==> src/hw/rtl/tgad_pkg.sv <==
// Package for the TGA stream decoder: parse phases, result codes,
// header signatures and the result word passed from the parser to the top.
// No dependencies.
package tgad_pkg;

  typedef enum logic [2:0] {
    PH_SIG,
    PH_INFO,
    PH_HDR,
    PH_PIX,
    PH_DONE
  } phase_e;

  typedef enum logic [1:0] {
    KIND_PIXEL,
    KIND_INFO,
    KIND_ERROR
  } kind_e;

  typedef enum logic [1:0] {
    ERR_NONE,
    ERR_SIGNATURE,
    ERR_INFO,
    ERR_PIXELS
  } err_e;

  localparam int unsigned SigLen   = 12;
  localparam logic [3:0]  SIG_LAST = 4'(SigLen - 1);
  localparam logic [2:0]  INFO_KEEP = 3'd5;  // bytes of image spec that are kept
  localparam logic [2:0]  INFO_LAST = 3'd5;  // descriptor byte, ignored

  localparam logic [7:0] SIG_RAW [SigLen] = '{
    8'd0, 8'd0, 8'd2, 8'd0, 8'd0, 8'd0, 8'd0, 8'd0, 8'd0, 8'd0, 8'd0, 8'd0
  };
  localparam logic [7:0] SIG_RLE [SigLen] = '{
    8'd0, 8'd0, 8'd10, 8'd0, 8'd0, 8'd0, 8'd0, 8'd0, 8'd0, 8'd0, 8'd0, 8'd0
  };

  localparam logic [7:0] RUN_BIAS = 8'd127;
  localparam logic [7:0] BPP_24   = 8'd24;
  localparam logic [7:0] BPP_32   = 8'd32;

  typedef struct packed {
    kind_e       result_kind;
    logic [7:0]  red;
    logic [7:0]  green;
    logic [7:0]  blue;
    logic [7:0]  alpha;
    logic [7:0]  run_length;
    logic [15:0] image_width;
    logic [15:0] image_height;
    logic [7:0]  bits_per_pixel;
    err_e        error_code;
    logic        last;
  } result_t;

endpackage

==> src/hw/rtl/tgad_if.sv <==
// Stream channel interfaces of the TGA decoder: byte input and result output.
// Valid/ready handshake; a word moves when both are high at a clock edge.
interface tgad_in_if;
  logic       valid;
  logic       ready;
  logic [7:0] data_byte;
  logic       start_of_file;

  modport source (output valid, output data_byte, output start_of_file, input ready);
  modport sink   (input valid, input data_byte, input start_of_file, output ready);
endinterface

interface tgad_out_if;
  logic        valid;
  logic        ready;
  logic [1:0]  result_kind;
  logic [7:0]  red;
  logic [7:0]  green;
  logic [7:0]  blue;
  logic [7:0]  alpha;
  logic [7:0]  run_length;
  logic [15:0] image_width;
  logic [15:0] image_height;
  logic [7:0]  bits_per_pixel;
  logic [1:0]  error_code;
  logic        last;

  modport source (
    output valid, output result_kind, output red, output green, output blue,
    output alpha, output run_length, output image_width, output image_height,
    output bits_per_pixel, output error_code, output last, input ready
  );
  modport sink (
    input valid, input result_kind, input red, input green, input blue,
    input alpha, input run_length, input image_width, input image_height,
    input bits_per_pixel, input error_code, input last, output ready
  );
endinterface

==> src/hw/rtl/tgad_parser.sv <==
// TGA byte parser: signature check, image spec, RLE packets and pixel assembly.
// Takes one byte per step and gives at most one result word. Uses tgad_pkg.
module tgad_parser (
  input  logic              clk_i,
  input  logic              rst_ni,
  input  logic              step_i,
  input  logic [7:0]        data_byte_i,
  input  logic              start_of_file_i,
  output logic              res_valid_o,
  output tgad_pkg::result_t res_o
);

  tgad_pkg::phase_e phase_q, phase_d, phase_c;
  logic [3:0]  pos_q, pos_d, pos_c;
  logic        raw_q, raw_d, raw_c;
  logic        rle_q, rle_d, rle_c;
  logic [39:0] hdr_q, hdr_d;
  logic        four_q, four_d, four_c;
  logic [31:0] remain_q, remain_d, remain_c;
  logic        run_q, run_d, run_c;
  logic [7:0]  left_q, left_d, left_c;
  logic [23:0] pix_q, pix_d;
  logic [1:0]  bip_q, bip_d, bip_c;

  logic [3:0]  sig_idx;
  logic        raw_hit, rle_hit;
  logic [15:0] hdr_w, hdr_h;
  logic [7:0]  hdr_bpp;
  logic [31:0] area;
  logic        info_bad;
  logic [1:0]  bip_need;
  logic [7:0]  pix_r, pix_g, pix_b, pix_a;
  logic [31:0] remain_dec, remain_sub;
  logic [7:0]  left_dec;
  logic        run_too_long;

  // start_of_file restarts the parser before the byte is taken
  assign phase_c  = start_of_file_i ? tgad_pkg::PH_SIG : phase_q;
  assign pos_c    = start_of_file_i ? 4'd0  : pos_q;
  assign raw_c    = start_of_file_i ? 1'b1  : raw_q;
  assign rle_c    = start_of_file_i ? 1'b1  : rle_q;
  assign four_c   = start_of_file_i ? 1'b0  : four_q;
  assign remain_c = start_of_file_i ? 32'd0 : remain_q;
  assign run_c    = start_of_file_i ? 1'b0  : run_q;
  assign left_c   = start_of_file_i ? 8'd0  : left_q;
  assign bip_c    = start_of_file_i ? 2'd0  : bip_q;

  assign sig_idx = (pos_c < 4'(tgad_pkg::SigLen)) ? pos_c : tgad_pkg::SIG_LAST;
  assign raw_hit = raw_c && (data_byte_i == tgad_pkg::SIG_RAW[sig_idx]);
  assign rle_hit = rle_c && (data_byte_i == tgad_pkg::SIG_RLE[sig_idx]);

  assign hdr_w   = hdr_q[15:0];
  assign hdr_h   = hdr_q[31:16];
  assign hdr_bpp = hdr_q[39:32];
  assign area    = 32'(hdr_w) * 32'(hdr_h);
  assign info_bad = (hdr_w == 16'd0) || (hdr_h == 16'd0) ||
                    ((hdr_bpp != tgad_pkg::BPP_24) && (hdr_bpp != tgad_pkg::BPP_32));

  assign bip_need = four_c ? 2'd3 : 2'd2;
  assign pix_b = pix_q[7:0];
  assign pix_g = pix_q[15:8];
  assign pix_r = four_c ? pix_q[23:16] : data_byte_i;
  assign pix_a = four_c ? data_byte_i : 8'd0;

  assign remain_dec   = remain_c - 32'd1;
  assign remain_sub   = remain_c - {24'd0, left_c};
  assign left_dec     = left_c - 8'd1;
  assign run_too_long = {24'd0, left_c} > remain_c;

  always_comb begin
    phase_d  = phase_q;
    pos_d    = pos_q;
    raw_d    = raw_q;
    rle_d    = rle_q;
    hdr_d    = hdr_q;
    four_d   = four_q;
    remain_d = remain_q;
    run_d    = run_q;
    left_d   = left_q;
    pix_d    = pix_q;
    bip_d    = bip_q;
    res_valid_o = 1'b0;
    res_o       = '0;

    if (step_i) begin
      phase_d  = phase_c;
      pos_d    = pos_c;
      raw_d    = raw_c;
      rle_d    = rle_c;
      four_d   = four_c;
      remain_d = remain_c;
      run_d    = run_c;
      left_d   = left_c;
      bip_d    = bip_c;

      case (phase_c)
        tgad_pkg::PH_SIG: begin
          raw_d = raw_hit;
          rle_d = rle_hit;
          pos_d = sig_idx + 4'd1;
          if (sig_idx == tgad_pkg::SIG_LAST) begin
            pos_d = 4'd0;
            if (!raw_hit && !rle_hit) begin
              phase_d = tgad_pkg::PH_DONE;
              res_valid_o = 1'b1;
              res_o.result_kind = tgad_pkg::KIND_ERROR;
              res_o.error_code  = tgad_pkg::ERR_SIGNATURE;
              res_o.last        = 1'b1;
            end else begin
              phase_d = tgad_pkg::PH_INFO;
            end
          end
        end

        tgad_pkg::PH_INFO: begin
          case (pos_c[2:0])
            3'd0:    hdr_d[7:0]   = data_byte_i;
            3'd1:    hdr_d[15:8]  = data_byte_i;
            3'd2:    hdr_d[23:16] = data_byte_i;
            3'd3:    hdr_d[31:24] = data_byte_i;
            3'd4:    hdr_d[39:32] = data_byte_i;
            default: hdr_d = hdr_q;
          endcase
          pos_d = pos_c + 4'd1;
          if (pos_c[2:0] == tgad_pkg::INFO_LAST) begin
            pos_d = 4'd0;
            res_valid_o = 1'b1;
            if (info_bad) begin
              phase_d = tgad_pkg::PH_DONE;
              res_o.result_kind = tgad_pkg::KIND_ERROR;
              res_o.error_code  = tgad_pkg::ERR_INFO;
              res_o.last        = 1'b1;
            end else begin
              four_d   = (hdr_bpp == tgad_pkg::BPP_32);
              remain_d = area;
              bip_d    = 2'd0;
              phase_d  = raw_c ? tgad_pkg::PH_PIX : tgad_pkg::PH_HDR;
              res_o.result_kind    = tgad_pkg::KIND_INFO;
              res_o.image_width    = hdr_w;
              res_o.image_height   = hdr_h;
              res_o.bits_per_pixel = hdr_bpp;
            end
          end
        end

        tgad_pkg::PH_HDR: begin
          run_d   = data_byte_i[7];
          left_d  = data_byte_i[7] ? data_byte_i - tgad_pkg::RUN_BIAS : data_byte_i + 8'd1;
          bip_d   = 2'd0;
          phase_d = tgad_pkg::PH_PIX;
        end

        tgad_pkg::PH_PIX: begin
          if (bip_c < bip_need) begin
            case (bip_c)
              2'd0:    pix_d[7:0]   = data_byte_i;
              2'd1:    pix_d[15:8]  = data_byte_i;
              2'd2:    pix_d[23:16] = data_byte_i;
              default: pix_d = pix_q;
            endcase
            bip_d = bip_c + 2'd1;
          end else begin
            bip_d = 2'd0;
            res_valid_o = 1'b1;
            res_o.result_kind = tgad_pkg::KIND_PIXEL;
            res_o.red   = pix_r;
            res_o.green = pix_g;
            res_o.blue  = pix_b;
            res_o.alpha = pix_a;
            if (raw_c) begin
              if (remain_c == 32'd0) begin
                phase_d = tgad_pkg::PH_DONE;
                res_o = '0;
                res_o.result_kind = tgad_pkg::KIND_ERROR;
                res_o.error_code  = tgad_pkg::ERR_PIXELS;
                res_o.last        = 1'b1;
              end else begin
                remain_d = remain_dec;
                res_o.run_length = 8'd1;
                res_o.last = (remain_dec == 32'd0);
                if (remain_dec == 32'd0) phase_d = tgad_pkg::PH_DONE;
              end
            end else if (run_c) begin
              if (run_too_long) begin
                phase_d = tgad_pkg::PH_DONE;
                res_o = '0;
                res_o.result_kind = tgad_pkg::KIND_ERROR;
                res_o.error_code  = tgad_pkg::ERR_PIXELS;
                res_o.last        = 1'b1;
              end else begin
                remain_d = remain_sub;
                left_d   = 8'd0;
                res_o.run_length = left_c;
                res_o.last = (remain_sub == 32'd0);
                phase_d = (remain_sub == 32'd0) ? tgad_pkg::PH_DONE : tgad_pkg::PH_HDR;
              end
            end else begin
              if ((remain_c == 32'd0) || (left_c == 8'd0)) begin
                phase_d = tgad_pkg::PH_DONE;
                res_o = '0;
                res_o.result_kind = tgad_pkg::KIND_ERROR;
                res_o.error_code  = tgad_pkg::ERR_PIXELS;
                res_o.last        = 1'b1;
              end else begin
                remain_d = remain_dec;
                left_d   = left_dec;
                res_o.run_length = 8'd1;
                res_o.last = (remain_dec == 32'd0) && (left_dec == 8'd0);
                if ((remain_dec == 32'd0) && (left_dec == 8'd0)) begin
                  phase_d = tgad_pkg::PH_DONE;
                end else if (left_dec == 8'd0) begin
                  phase_d = tgad_pkg::PH_HDR;
                end
              end
            end
          end
        end

        // finished or failed image: bytes dropped until the next start mark
        default: begin
          phase_d = phase_c;
        end
      endcase
    end
  end

  always_ff @(posedge clk_i or negedge rst_ni) begin
    if (!rst_ni) begin
      phase_q  <= tgad_pkg::PH_SIG;
      pos_q    <= 4'd0;
      raw_q    <= 1'b1;
      rle_q    <= 1'b1;
      four_q   <= 1'b0;
      remain_q <= 32'd0;
      run_q    <= 1'b0;
      left_q   <= 8'd0;
      bip_q    <= 2'd0;
    end else begin
      phase_q  <= phase_d;
      pos_q    <= pos_d;
      raw_q    <= raw_d;
      rle_q    <= rle_d;
      four_q   <= four_d;
      remain_q <= remain_d;
      run_q    <= run_d;
      left_q   <= left_d;
      bip_q    <= bip_d;
    end
  end

  always_ff @(posedge clk_i) begin
    hdr_q <= hdr_d;
    pix_q <= pix_d;
  end

endmodule

==> src/hw/rtl/tga_stream_decoder.sv <==
// Top level of the TGA stream decoder: input word register, parser and
// result register. Uses tgad_pkg, tgad_if.sv and tgad_parser.
//
// Usage:
//   in_i carries the file one byte per word, from offset zero. start_of_file
//   set on a word restarts the parser and takes that byte as offset zero.
//   out_o carries one word per result: image info after the 18-byte header,
//   then pixels (RGBA order, run_length copies each), or one error word.
//   last marks the word that completes the image or reports an error; later
//   bytes are dropped until the next start_of_file.
// Path: a byte is held in the input register from the accepting edge; its result
//   word goes into the result register at the edge where the parser steps on it.
// Throughput: one byte per cycle while out_o is not stalled; each byte goes
//   through the parser in one step, and a run packet yields one word with run_length.
// Reset: the parser waits for a signature at offset zero, both registers
//   are empty.
// Stall: while out_o.ready is low the result register holds a valid word; one
//   more byte is taken if the input register is empty, then in_i.ready drops.
module tga_stream_decoder (
  input  logic       clk_i,
  input  logic       rst_ni,
  tgad_in_if.sink    in_i,
  tgad_out_if.source out_o
);

  logic              in_valid_q;
  logic [7:0]        in_byte_q;
  logic              in_sof_q;
  logic              step;
  logic              res_valid;
  tgad_pkg::result_t res;
  logic              out_valid_q, out_valid_d;
  tgad_pkg::result_t out_q;

  assign step       = in_valid_q && (!out_valid_q || out_o.ready);
  assign in_i.ready = !in_valid_q || step;

  always_ff @(posedge clk_i or negedge rst_ni) begin
    if (!rst_ni) begin
      in_valid_q <= 1'b0;
    end else if (in_i.ready) begin
      in_valid_q <= in_i.valid;
    end
  end

  always_ff @(posedge clk_i) begin
    if (in_i.ready && in_i.valid) begin
      in_byte_q <= in_i.data_byte;
      in_sof_q  <= in_i.start_of_file;
    end
  end

  tgad_parser u_parser (
    .clk_i           (clk_i),
    .rst_ni          (rst_ni),
    .step_i          (step),
    .data_byte_i     (in_byte_q),
    .start_of_file_i (in_sof_q),
    .res_valid_o     (res_valid),
    .res_o           (res)
  );

  always_comb begin
    out_valid_d = out_valid_q;
    if (step) begin
      out_valid_d = res_valid;
    end else if (out_o.ready) begin
      out_valid_d = 1'b0;
    end
  end

  always_ff @(posedge clk_i or negedge rst_ni) begin
    if (!rst_ni) begin
      out_valid_q <= 1'b0;
    end else begin
      out_valid_q <= out_valid_d;
    end
  end

  always_ff @(posedge clk_i) begin
    if (step && res_valid) begin
      out_q <= res;
    end
  end

  assign out_o.valid          = out_valid_q;
  assign out_o.result_kind    = out_q.result_kind;
  assign out_o.red            = out_q.red;
  assign out_o.green          = out_q.green;
  assign out_o.blue           = out_q.blue;
  assign out_o.alpha          = out_q.alpha;
  assign out_o.run_length     = out_q.run_length;
  assign out_o.image_width    = out_q.image_width;
  assign out_o.image_height   = out_q.image_height;
  assign out_o.bits_per_pixel = out_q.bits_per_pixel;
  assign out_o.error_code     = out_q.error_code;
  assign out_o.last           = out_q.last;

endmodule
==> src/flat_wrapper.sv <==
// flat-port wrapper written by rule: the top's interface ports become plain ports
module tga_stream_decoder_flat 
  (clk_i, rst_ni, in_i_valid, in_i_data_byte, in_i_start_of_file, in_i_ready, out_o_valid, out_o_result_kind, out_o_red, out_o_green, out_o_blue, out_o_alpha, out_o_run_length, out_o_image_width, out_o_image_height, out_o_bits_per_pixel, out_o_error_code, out_o_last, out_o_ready);
  tgad_in_if in_i_i ();
  tgad_out_if out_o_i ();
  input  logic clk_i;
  input  logic rst_ni;
  input wire logic [$bits(in_i_i.valid)-1:0] in_i_valid;
  input wire logic [$bits(in_i_i.data_byte)-1:0] in_i_data_byte;
  input wire logic [$bits(in_i_i.start_of_file)-1:0] in_i_start_of_file;
  output wire logic [$bits(in_i_i.ready)-1:0] in_i_ready;
  output wire logic [$bits(out_o_i.valid)-1:0] out_o_valid;
  output wire logic [$bits(out_o_i.result_kind)-1:0] out_o_result_kind;
  output wire logic [$bits(out_o_i.red)-1:0] out_o_red;
  output wire logic [$bits(out_o_i.green)-1:0] out_o_green;
  output wire logic [$bits(out_o_i.blue)-1:0] out_o_blue;
  output wire logic [$bits(out_o_i.alpha)-1:0] out_o_alpha;
  output wire logic [$bits(out_o_i.run_length)-1:0] out_o_run_length;
  output wire logic [$bits(out_o_i.image_width)-1:0] out_o_image_width;
  output wire logic [$bits(out_o_i.image_height)-1:0] out_o_image_height;
  output wire logic [$bits(out_o_i.bits_per_pixel)-1:0] out_o_bits_per_pixel;
  output wire logic [$bits(out_o_i.error_code)-1:0] out_o_error_code;
  output wire logic [$bits(out_o_i.last)-1:0] out_o_last;
  input wire logic [$bits(out_o_i.ready)-1:0] out_o_ready;
  assign in_i_i.valid = in_i_valid;
  assign in_i_i.data_byte = in_i_data_byte;
  assign in_i_i.start_of_file = in_i_start_of_file;
  assign in_i_ready = in_i_i.ready;
  assign out_o_valid = out_o_i.valid;
  assign out_o_result_kind = out_o_i.result_kind;
  assign out_o_red = out_o_i.red;
  assign out_o_green = out_o_i.green;
  assign out_o_blue = out_o_i.blue;
  assign out_o_alpha = out_o_i.alpha;
  assign out_o_run_length = out_o_i.run_length;
  assign out_o_image_width = out_o_i.image_width;
  assign out_o_image_height = out_o_i.image_height;
  assign out_o_bits_per_pixel = out_o_i.bits_per_pixel;
  assign out_o_error_code = out_o_i.error_code;
  assign out_o_last = out_o_i.last;
  assign out_o_i.ready = out_o_ready;
  tga_stream_decoder u_core (.clk_i(clk_i), .rst_ni(rst_ni), .in_i(in_i_i), .out_o(out_o_i));
endmodule
==> config.mk <==
export PLATFORM = sky130hd
export DESIGN_NAME = tga_stream_decoder_flat
export DESIGN_NICKNAME = d
export VERILOG_FILES = /design/src/hw/rtl/tgad_pkg.sv /design/src/hw/rtl/tgad_if.sv /design/src/hw/rtl/tgad_parser.sv /design/src/hw/rtl/tga_stream_decoder.sv /design/src/flat_wrapper.sv
export SDC_FILE = /design/constraint.sdc
export NUM_CORES = 1
export LEC_CHECK = 0
export BUFFER_PORTS_ARGS = -buffer_cell sky130_fd_sc_hd__buf_2
export CAP_MARGIN = 30
export CORE_AREA = 5 5 191 331
export CTS_CLUSTER_DIAMETER = 150
export DETAILED_ROUTE_END_ITERATION = 8
export DIE_AREA = 0 0 196 336
export HOLD_SLACK_MARGIN = 0.02
export SYNTH_ARGS = -nofsm -noshare
export SYNTH_HDL_FRONTEND = slang
export SYNTH_HIERARCHICAL = 1
export SYNTH_SLANG_ARGS = --single-unit
==> constraint.sdc <==
create_clock -name clk_i -period 10.35 [get_ports clk_i]
set_clock_uncertainty 0.05 [all_clocks]
set_input_delay 1.5525 -clock clk_i [delete_from_list [all_inputs] [get_ports clk_i]]
set_output_delay 1.5525 -clock clk_i [all_outputs]
set_load 0.05 [all_outputs]
==> results of run 1 <==
## Yosys cell counts (19+ instances only)
| library cell | number |
|---|---|
| a21o_1 | 24 |
| a21oi_1 | 102 |
| a31oi_1 | 26 |
| and2_1 | 145 |
| and3_1 | 56 |
| buf_2 | 19 |
| clkbuf_1 | 99 |
| dfrtp_1 | 53 |
| edfxtp_1 | 158 |
| fa_1 | 195 |
| ha_1 | 125 |
| inv_1 | 254 |
| nand2_1 | 290 |
| nand2b_1 | 24 |
| nand3_1 | 33 |
| nor2_1 | 134 |
| nor2b_1 | 21 |
| nor3_1 | 46 |
| nor4_1 | 29 |
| o21ai_0 | 80 |
| o22ai_1 | 20 |
| xnor2_1 | 41 |
| xor2_1 | 19 |
## sequential cells by signal (all words and copies together) (netlist names), 2 cells and up
name                         count
u_core/in_byte_q                 8
u_core/out_o.alpha               8
u_core/out_o.bits_per_pixel      8
u_core/out_o.blue                8
u_core/out_o.error_code          2
u_core/out_o.green               8
u_core/out_o.image_height       16
u_core/out_o.image_width        16
u_core/out_o.red                 8
u_core/out_o.result_kind         2
u_core/out_o.run_length          8
u_core/u_parser/bip_q            2
u_core/u_parser/hdr_q           40
u_core/u_parser/left_q           8
u_core/u_parser/phase_q          3
u_core/u_parser/pix_q           24
u_core/u_parser/pos_q            4
u_core/u_parser/remain_q        32
## cell families (layout without fill, tap and decap cells)
group,after synthesis,after routing,share of synthesized area [%]
AOI/OAI and AO/OA,419,419,13.3
xor gates and xnor gates,60,60,2.52
adders and majority gates,320,320,26.2
buffers and inverters,387,425,7.25
DFF,213,213,29.4
muxes,6,6,0.294
other,1,5,0.0180
and+or+nand+nor,860,860,20.9
## critical path, delay by kind of cell (launching register included)
| kind | cells | cell delay (ps) |
|---|---|---|
| AND/OR/NAND/NOR | 2 | 310 |
| flip-flops | 1 | 960 |
| AO/OA/AOI/OAI | 8 | 2130 |
| buffers and inverters | 3 | 160 |
| adder cells (fa/ha/maj) | 7 | 3410 |
## worst min-delay path by stage
stage          slack [ps]                        to  depth (start not counted)                      from
5_1_grt               480  u_core/u_parser/bip_q[1]                          1  u_core/u_parser/bip_q[1]
6_report              450  u_core/u_parser/bip_q[1]                          1  u_core/u_parser/bip_q[1]
2_1_floorplan         410  u_core/u_parser/bip_q[1]                          1  u_core/u_parser/bip_q[1]
3_3_place_gp          430  u_core/u_parser/bip_q[1]                          1  u_core/u_parser/bip_q[1]
3_5_place_dp          420  u_core/u_parser/bip_q[1]                          1  u_core/u_parser/bip_q[1]
4_1_cts               450  u_core/u_parser/bip_q[1]                          1  u_core/u_parser/bip_q[1]
## metrics by stage
stage / hold slack (ps) / cells / setup slack, ps / utilization (%) / power, W
after floorplan: 408 / 2270 / 2510 / - / 0.00275
after global placement: 426 / 3049 / 3080 / 36.6 / 0.00356
after detailed placement: 425 / 3052 / 3170 / 36.6 / 0.00358
after CTS: 449 / 3094 / 3150 / 37.9 / 0.00449
after global routing: 479 / 3094 / 2920 / 37.9 / 0.00478
final: 447 / 3094 / 3200 / 37.9 / 0.00450
## power by group
| part | internal [W] | total (W) | switching [W] | leakage [nW] |
|---|---|---|---|---|
| logic | 0.000930 | 0.00256 | 0.00163 | 7.40 |
| clock network | 0.000492 | 0.000881 | 0.000389 | 0.367 |
| registers | 0.000958 | 0.00106 | 0.000101 | 2.17 |
## routing by layer
metal	wire length, um	vias to the layer above	global-route usage (%)
li1	-	7810	-
met1	26000	8818	24.0
met2	39800	810	41.7
met3	3740	294	2.30
met4	6070	0	14.5
met5	0	-	0
## final cells by class
type	instances	area [um2]
tap	786	983
clock buffer	26	587
inverter	256	961
clock inverter	16	190
fill	6128	37400
timing repair buffer	127	697
multi-input combinational	1670	13200
sequential	213	6120
==> results.toml, run 1 <==
[logic_synthesis]
postSynthAreaPerCell_um2 = 9.20
synth_cell_types = 93
ys_seq_area_share_pct = 29.4
ys_seq_elements = 213
synthArstFlopShare_pct = 25.8
yosys_warnings = 6
synth_top_cell_by_area = "edfxtp_1"
synth_edf_count = 158
yosys-top-cells-area = "edfxtp_1, fa_1, ha_1"
syn_area_um2 = 20800
synth.top_cell.area_share_pct = 22.8
synth_cells = 2266
synth_ff_type = "edfxtp_1"

[timing]
final.setup.tns_ps = 0
fmax_mhz = 140
finalHoldViolCount = 0
rsz0062_at_grt = "false"
slew-limit-headroom_pct = 24.3
fin_crit_ps = 7150
tightest_slew_ps = 1120
drv_slew = 0
setup_viol = 0
min_period_over_period_pct = 69.1

[critical_path]
cp_max_fo = 18
crit_required_ps = 10740
worstSetupStartpoint = "u_core/u_parser/hdr_q[17]"
crit_slowest_cell = "edfxtp_1"
r2r_start = "u_core/u_parser/hdr_q[17]"
end_kind = "flip-flop"
cpPeakStageDelay_ps = 960
r2r_cells = 20
path_class = "flip-flop to flip-flop"
start_kind = "flip-flop"
worstReg2RegEnd = "u_core/u_parser/remain_q[31]"
critical_path.endpoint = "u_core/u_parser/remain_q[31]"
crit_top_cell = "fa_1"
cp_cell_sequence = "nand2_1 -> fa_1 -> fa_1 -> inv_1 -> fa_1 -> fa_1 -> fa_1 -> inv_1 -> fa_1 -> inv_1 -> ha_1 -> a21o_1 -> a21o_1 -> a211oi_1 -> nor3_1 -> o31ai_1 -> a31oi_1 -> a21oi_1 -> o221ai_1 -> a211o_1"
regToRegSetupSlack_ps = 3200
arrival_ps = 7540

[routing]
wire_per_inst_um = 24.4
remaining_drc_errors = 0
vias = 17700
first_pass_iters = 6
drt-vias-per-instance = 5.73
antenna_left = 0
routed_wl_mm = 75.6
drtIter0Drc = 1568

[pwr]
p_leak_nw = 9.94
powerDensity_nw_per_um2 = 197
ir_drop_mv = 0.116

[global_routing]
gr-total-overflow = 0
grt_first_pass_wirelength_mm = 114
grt_max_degree = 75
grt.total_usage_pct = 22.4
grt_pass1_vias = 18500
grt_antenna_before_repair = 0

[cells_and_area]
mostFrequentLayoutCells = "nand2_1, inv_1, fa_1, edfxtp_1, and2_1"
drive_gt1_share_pct = 8.75
fin_nets = 2624
postLayoutCellArea_um2 = 22800
area_growth_pct = 9.34
final_common_cell = "nand2_1"
antennaDiodeCount = 0

[clock_network]
cts_resized = 0
cts_tree = "yes"
numCtsBuffers = 23
root_buffer = "clkbuf_16"
cts.clk_slew.worst_paths_ps = 70
ctsHoldBuffers = 0
clk_latency_ps = 570
cts.sinks = 213
cts.path.max_buffers = 3
htree_levels = 1
postCtsSetupBuffers = 0

[floorplanning]
initial_utilization_pct = 34.6
pin_count = 100
die-area_um2 = 65900
rows = 119
dieHeight_um = 336
die_w_um = 196
coreArea_um2 = 60200

[job]
cap_viol_max_count = 0

[placement]
routabilityCongestion = 1.04
dpl-instance-area_um2 = 22000
hpwlAfterDp_mm = 57.1
io_buffers = 99

[worst_hold_path]
hp-class = "flip-flop to flip-flop"

[run_status]
run_status = "finished, final reports clean"
Note: power is estimated with default switching activity, not from simulation.
==> inputs of run 2 (changes only) <==
==> constraint.sdc (replaced) <==
create_clock -name clk_i -period 7.4 [get_ports clk_i]
set_clock_uncertainty 0.05 [all_clocks]
set_input_delay 1.11 -clock clk_i [delete_from_list [all_inputs] [get_ports clk_i]]
set_output_delay 1.11 -clock clk_i [all_outputs]
set_load 0.05 [all_outputs]
==> results.toml, run 2 (same netlist as run 1, synthesis figures left out) <==
[critical_path]
crit_top_cell = "fa_1"
worstPathBufferInverterCount = 4
critPathTopFamily = "adder cells"
arrival_ps = 7500
cp_max_fo = 12
start_kind = "flip-flop"
crit_required_ps = 7850
cp_cell_sequence = "buf_4 -> nand2_1 -> fa_1 -> inv_1 -> fa_1 -> inv_1 -> fa_1 -> inv_1 -> fa_1 -> fa_1 -> ha_1 -> ha_1 -> a21o_1 -> a21o_1 -> a21oi_1 -> nand2b_1 -> a2111oi_0 -> o31ai_1 -> a21oi_1 -> mux2i_1 -> a21o_1"
path_class = "flip-flop to flip-flop"
end_kind = "flip-flop"
crit_slowest_cell = "edfxtp_1"
cpPeakStageDelay_ps = 790

[placement]
hpwlAfterDp_mm = 58.9
routabilityCongestion = 1.03
io_buffers = 99

[floorplanning]
coreArea_um2 = 60200
pin_count = 100
die-area_um2 = 65900
die_w_um = 196
initial_utilization_pct = 34.6
dieHeight_um = 336
rows = 119

[clock_network]
cts.sinks = 213
cts.clk_slew.worst_paths_ps = 80
cts_resized = 0
numCtsBuffers = 22
htree_levels = 1
postCtsSetupBuffers = 0
cts.path.max_buffers = 3
ctsHoldBuffers = 0
cts_tree = "yes"
root_buffer = "clkbuf_16"
clk_latency_ps = 560

[routing]
first_pass_iters = 6
drtIter0Drc = 1335
vias = 17700
antenna_left = 0
routed_wl_mm = 76.3
remaining_drc_errors = 0
drt-vias-per-instance = 5.68
wire_per_inst_um = 24.4

[timing]
fin_crit_ps = 7060
tightest_slew_ps = 1050
min_period_over_period_pct = 95.4
finalHoldViolCount = 0
drv_slew = 0
setup_viol = 0
rsz0062_at_grt = "false"
final.setup.tns_ps = 0
slew-limit-headroom_pct = 29.3
holdWs_ps = 450
fmax_mhz = 142

[pwr]
powerDensity_nw_per_um2 = 273
ir_drop_mv = 0.228
p_leak_nw = 10.1

[global_routing]
grt_max_degree = 60
grt_first_pass_wirelength_mm = 116
gr-total-overflow = 0
grt_antenna_before_repair = 0
grt_pass1_vias = 18800
grt.total_usage_pct = 22.8

[cells_and_area]
fin_nets = 2654
largest_reg_flops = 40
antennaDiodeCount = 0
regMostFlops = "u_core/u_parser/hdr_q"
reg.largest.list = "u_core/u_parser/hdr_q x40, u_core/u_parser/remain_q x32, u_core/u_parser/pix_q x24"
area_growth_pct = 10.4
final_common_cell = "nand2_1"
drive_gt1_share_pct = 10.0
mostFrequentLayoutCells = "nand2_1, inv_1, fa_1, edfxtp_1, and2_1"

[run_status]
run_status = "finished, final reports clean"

[worst_hold_path]
hp-class = "flip-flop to flip-flop"

[job]
cap_viol_max_count = 0
==> run 2: final timing paths <==
path | start | end | slack, ps | cells past startpoint
setup / recovery | u_core/u_parser/hdr_q[10] | u_core/u_parser/remain_q[30] | 340 | 21
hold / removal | u_core/u_parser/bip_q[1] | u_core/u_parser/bip_q[1] | 450 | 1
setup reg to reg | u_core/u_parser/hdr_q[10] | u_core/u_parser/remain_q[30] | 340 | 21
hold reg to reg | u_core/u_parser/bip_q[1] | u_core/u_parser/bip_q[1] | 450 | 1
max in group asynchronous | rst_ni | u_core/u_parser/pos_q[3] | 5990 | 2
min in group asynchronous | rst_ni | u_core/u_parser/remain_q[9] | 650 | 2
==> run 2: cell type report <==
class,instances,area (um2)
multi-input cells,1670,13200
clock inverters,17,199
flip-flops and latches,213,6120
clock buffers,23,554
inverters,256,961
well taps,786,983
repair buffers,158,937
fillers,6114,37100
==> run 2: per-layer routing <==
layer	track usage, %	up-vias	share of wire (%)
met1	24.2	8817	34
met3	2.53	298	4.6
met2	42.6	777	53
met5	0	-	0
li1	-	7845	-
met4	14.3	0	7.7
==> run 2: where the power goes <==
group,internal [W],leakage (nW),switching (W)
sequential,0.00134,2.17,0.000140
combinational,0.00132,7.56,0.00228
clock,0.000664,0.362,0.000533
==> run 2: worst reg2reg max path: stages (launching register included) <==
cell and delay (ps):
edfxtp_1 790, buf_4 270, nand2_1 80, fa_1 570, inv_1 50, fa_1 480
inv_1 50, fa_1 470, inv_1 60, fa_1 560, fa_1 450, ha_1 300
ha_1 390, a21o_1 190, a21o_1 170, a21oi_1 480, nand2b_1 100, a2111oi_0 740
o31ai_1 240, a21oi_1 220, mux2i_1 200, a21o_1 120
==> run 2: through the flow <==
| stage | cells | total power, W | setup slack [ps] | utilization, % | area, um2 |
|---|---|---|---|---|---|
| after floorplan | 2270 | 0.00385 | 1210 | - | 20900 |
| after global placement | 3078 | 0.00500 | 461 | 36.9 | 22200 |
| after detailed placement | 3082 | 0.00501 | 374 | 37.0 | 22200 |
| after CTS | 3122 | 0.00624 | 355 | 38.2 | 23000 |
| after global routing | 3123 | 0.00667 | 50.2 | 38.2 | 23000 |
| final | 3123 | 0.00628 | 343 | 38.2 | 23000 |
